`src/hdl/lthbr_pkg.sv`:
```
// Package for the blend ramp tracker: slot entry type, table sizes,
// register indexes and state codes. Used by every module of the block.
`default_nettype none
package lthbr_pkg;
   localparam int SLOTS = 256;
   localparam int SLOT_BITS = $clog2(SLOTS);
   localparam int ID_W = 32;
   localparam int DIST_W = 16;
   localparam int BLEND_W = 13;
   localparam int STAMP_W = 32;
   localparam int CSR_W = 16;
   localparam logic [BLEND_W-1:0] BLEND_ONE = 13'd4096;

   localparam logic [1:0] REG_LOD_DISTANCE = 2'd0;
   localparam logic [1:0] REG_HYST_BAND = 2'd1;
   localparam logic [1:0] REG_BLEND_STEP = 2'd2;

   typedef struct packed {
      logic [ID_W-1:0]    obj;
      logic [BLEND_W-1:0] blend;
      logic               proxy;
      logic               moving;
      logic [STAMP_W-1:0] stamp;
   } slot_type;

   typedef enum logic [2:0] {
      ST_IDLE,
      ST_SCAN,
      ST_CALC,
      ST_WRITE,
      ST_SEND
   } state_type;
endpackage
`default_nettype wire

```
`src/hdl/lthbr_cell.sv`:
```
// One slot of the rotating table: holds an entry and passes it to the next
// cell on each shift. Depends on lthbr_pkg.
`default_nettype none
module lthbr_cell (
   input  wire logic              clock,
   input  wire logic              reset,
   input  wire logic              shift_en,
   input  wire lthbr_pkg::slot_type d,
   output lthbr_pkg::slot_type     q
);
   logic                valid_ff;
   lthbr_pkg::slot_type data_ff;

   always_ff @(posedge clock) begin
      if (reset) begin
         valid_ff <= 1'b0;
      end else if (shift_en) begin
         valid_ff <= 1'b1;
      end
   end

   always_ff @(posedge clock) begin
      if (shift_en) begin
         data_ff <= d;
      end
   end

   // A cell never loaded since reset reads as an empty slot.
   assign q = valid_ff ? data_ff : '0;
endmodule
`default_nettype wire

```
`config.mk`:
```
export PLATFORM = sky130hd
export DESIGN_NAME = lthbr_cell
export DESIGN_NICKNAME = d
export VERILOG_FILES = /design/src/hdl/lthbr_pkg.sv /design/src/hdl/lthbr_cell.sv
export SDC_FILE = /design/constraint.sdc
export NUM_CORES = 1
export LEC_CHECK = 0
export BUFFER_PORTS_ARGS = -buffer_cell sky130_fd_sc_hd__buf_2
export CAP_MARGIN = 10
export CORE_UTILIZATION = 44
export CTS_CLUSTER_DIAMETER = 200
export DETAILED_ROUTE_END_ITERATION = 12
export PLACE_DENSITY = 0.79
export SLEW_MARGIN = 20
export SYNTH_ARGS = -nofsm -noshare
export SYNTH_HDL_FRONTEND = slang
export SYNTH_SLANG_ARGS = --single-unit
```
`constraint.sdc`:
```
create_clock -name clock -period 1.1 [get_ports clock]
set_input_delay 0 -clock clock [delete_from_list [all_inputs] [get_ports clock]]
set_output_delay 0 -clock clock [all_outputs]
set_load 0.05 [all_outputs]
```
==> results.md <==
- Of all nets on the critical path, the largest fanout is 20.
- The die covers around 7000 um^2.
- The synthesized netlist contains 6 unique library cells.
- The number of top-level design ports is about 160.
- The wire-length estimate of the detail-placed layout is 4070 um.
- After detailed placement, the design holds a cell count of 401.
- Across the VDD grid, the largest voltage drop is approximately 1.1 mV.
- The tightest slew margin relative to the limit is between 80% and 90%.
- In the routed design, unresolved DRC markers number 17.
- In this run the clock root is driven by a clkbuf_8.
- In this design, the stage delay of the slowest critical-path cell is between 0.4 and 0.5 ns.
- The flow ran to the end, but the final reports show violations.
- Buffers inserted during clock tree synthesis total 9.
- The flip-flop and latch count after synthesis is 80.
- TritonCTS built the clock tree.
- The cell area that synthesis handed to floorplanning was 2950 um^2.
- The worst setup path category is flop to output port.
- In the final routed layout, each cell accounts on average for about 18 um.
- The multi-input combinational cells in the finished layout cover a total of a little under 600 um^2.
- The final hold violation count was 0.
- The number of endpoints failing setup at the final stage is about 80.
- The site row count is 29.
- For this block, the routed nets add up to 9170 um of wire.
- No sink is reached through more buffers than the 2 on the longest clock path.
- The via density per instance is between 4 and 5.
- Grouping stages by cell kind, the critical path spends the most delay in flip-flops.
- The length of the first detailed-routing pass in iterations is 9.
- The H-tree generated during clock tree synthesis spans 3 levels.
- The dominant cell type by area after synthesis is edfxtp_1.
- The sequential-to-total area share from yosys stat is between 80% and 90%.
- Synthesis produced roughly 170 cells.
- The final reports fail on DRC, setup timing.
- STA classifies the critical path startpoint as a flop.
- After synthesis, the largest area contributor takes up 80.5% of total cell area.
- The initial antenna violation count is 0.
- The fraction of synthesized cell area in xor and xnor cells is 0%.
- The path class of the tightest hold or removal check is input port to flop.
- The adder and majority cell fraction of the synthesized area is 0%.
- The post-synthesis average cell area is 17.5 um^2.
- After the first detailed-routing iteration, the DRC count stood at 112.
- The highest achievable clock rate is 775 MHz.
- The setup slack of the critical path after layout is -0.191 ns.
- The area growth from synthesis to layout is 90.5%.
- The core region is roughly 6400 um^2.
- The worst min-delay path startpoint is shift_en.
- The clock-pin slew reported for the worst setup and hold paths after clock tree synthesis is 0.08 ns.
- The slowest stage of the critical path is the dfxtp_4 cell.
- The weighted congestion reported at the end of routability-driven placement is roughly 0.73.
- The number of pins with negative max-slew slack in the final report came to 0.
- In this run the critical register-to-register path is captured at valid_ff$_SDFFE_PP0P_.
- The final total power is ~7600 uW.
- The worst-case reg-to-reg path depth is 2.
- Walking the worst path, the cells encountered are clkbuf_16, and2_1, buf_6.
- The count of port buffers added during placement is 160.
- After layout, the worst path uses 117% of the clock period.
- The count of vias placed by the detailed router is 2,379.
- For the worst setup path, the data required time is between 1 and 1.5 ns.
- Yosys printed 0 warnings.
- The global-route wire length before repair is 12,600 um.
- The leakage component of the power is 0.00239 uW.
- The net count of the finished layout is approximately 500.
- From bottom edge to top edge, the die measures 83.9 um.
- The number of standard cells in the final layout excluding fillers is roughly 500.
- The number of filler cells placed in the layout is roughly 270.
- The via count of the first global-routing pass is between 2k and 3k.
- Of the cells placed in the final design, the portion with a size suffix greater than 1 is about 52%.
- The clock drives 80 sinks.
- The worst register-to-register path begins at valid_ff$_SDFFE_PP0P_.
- Once the floorplan was initialized, standard cells occupied between 40% and 50% of the core.
- The worst setup skew after layout is 0 ns.
- The final critical path time including I/O delays and setup is around 1.3 ns.
- The number of max-cap violations is 0.
- For hold timing, the worst endpoint is data_ff[71]$_DFFE_PP_.
- The repair_antennas step left the layout with diodes totalling 0.
- The later pin in the worst-skew pair is clocked with a latency of ~0.33 ns.
- The final antenna-violating net count is 0.
- The net count of the mapped netlist is 250.
- Setup repair after global routing could not meet its margin everywhere.
- The pin count of the biggest net entering global routing is between 40 and 50.
- By area the synthesized netlist is led by edfxtp_1 80%, and2_1 15%, and2_2 2.3%.
- Along the worst hold path, the cell count comes to 2.
- The post-synthesis mux area share is 0%.
- The buffers plus inverters on the worst setup path is 2.
- At the pin with the least slew margin, the transition time is 0.224 ns.
- Of the total synthesized cell area, the portion taken by AND, OR, NAND and NOR gates is between 15 and 20%.
- The worst setup path is captured at an output port.
- The power per standard cell area is ~1400 nW/um^2.
- Registers take 2400 um^2.
- The width of the die is 83.9 um.
- At the worst endpoint, the arrival time is roughly 1.3 ns.
- The area fraction in compound gates after synthesis is less than 1%.
- For this run the aggregate overflow at the end of global routing stands at 0.
- The total routing resource utilization after global routing is around a quarter.
- The slack of the worst reg-to-reg path is 0.21 ns.
- By area, the combinational part of the netlist is dominated by simple AND/OR/NAND/NOR gates.
## cell usage after synthesis
library cell   n
edfxtp_1      79
dfxtp_1        1
and2_2         9
o21ba_2        1
clkbuf_2       8
and2_1        70
## worst reg2reg max path, delay by kind of cell (launching register included)
family | cells | cell delay [ns]
compound gates | 1 | 0.21
buf+inv | 1 | 0.19
flops | 1 | 0.39
## power breakdown
| group | internal, uW | switching [uW] | leakage (uW) |
|---|---|---|---|
| registers | 3610 | 81.1 | 0.000782 |
| clock network | 1030 | 1020 | 0.0000922 |
| logic | 873 | 1030 | 0.00152 |
| total | 5520 | 2120 | 0.00239 |
## worst max-delay path by stage
stage	slack [ns]	end	startpoint	cells past startpoint
2_1_floorplan	0.1	q[10]	valid_ff$_SDFFE_PP0P_	2
3_3_place_gp	0.14	q[75]	valid_ff$_SDFFE_PP0P_	3
3_5_place_dp	0.13	q[75]	valid_ff$_SDFFE_PP0P_	3
4_1_cts	-0.15	q[75]	valid_ff$_SDFFE_PP0P_	3
5_1_grt	-0.25	q[42]	valid_ff$_SDFFE_PP0P_	3
6_report	-0.19	q[25]	valid_ff$_SDFFE_PP0P_	3
## registers in the layout (all words and copies together) (netlist names)
signal and count:
data_ff 79, valid_ff 1
## cell families after synthesis
| kind of cell | after synthesis |
|---|---|
| AOI/OAI and AO/OA | 1 |
| buffers and inverters | 8 |
| DFF | 80 |
| and+or+nand+nor | 79 |
## layer usage
| layer | GRT usage [%] | up-vias | routed length, um |
|---|---|---|---|
| met2 | 44.6 | 124 | 4940 |
| met4 | 11.6 | 0 | 348 |
| li1 | - | 1078 | - |
| met3 | 7.22 | 30 | 587 |
| met1 | 24.9 | 1147 | 3300 |
| met5 | 0 | - | 0 |
## per-stage QoR
step | worst slack, ns | instance area [um^2] | utilization, % | hold slack [ns] | setup TNS [ns]
2_1_floorplan | 0.0953 | 2950 | - | 0.0989 | 0
3_3_place_gp | 0.144 | 3890 | 60.5 | 0.176 | 0
3_5_place_dp | 0.134 | 3890 | 60.5 | 0.178 | 0
4_1_cts | -0.153 | 5320 | 82.8 | 0.161 | -10.18
5_1_grt | -0.245 | 5620 | 87.4 | 0.160 | -16.16
6_report | -0.191 | 5620 | 87.4 | 0.171 | -11.96
## placed cells by master, fill, tap and decap left out, types with 4 or more instances in the layout
cell type | netlist | routed
buf_12 | 0 | 4
and2_2 | 9 | 9
dlygate4sd3_1 | 0 | 80
and2_4 | 0 | 32
clkbuf_8 | 0 | 9
buf_2 | 0 | 80
buf_6 | 0 | 47
and2_1 | 70 | 38
buf_8 | 0 | 32
edfxtp_1 | 79 | 79
## what timing repair did
item | in CTS | in global routing
endpoints found under the hold margin | 80 | 0
pin swaps | 0 | 0
setup endpoints to repair | 79 | 79
gates cloned | 0 | 2
setup buffers | 0 | 0
hold buffers | 80 | 0
resized for setup | 147 | 76
## area by class of cell
cell class	count	area share (%)
Clock buffer	11	2.34
Tap cell	77	1.72
Timing Repair Buffer	246	41.8
Clock inverter	5	0.847
Multi-Input combinational cell	80	10.6
Sequential cell	80	42.7
Note: power is estimated with default switching activity, not from simulation.
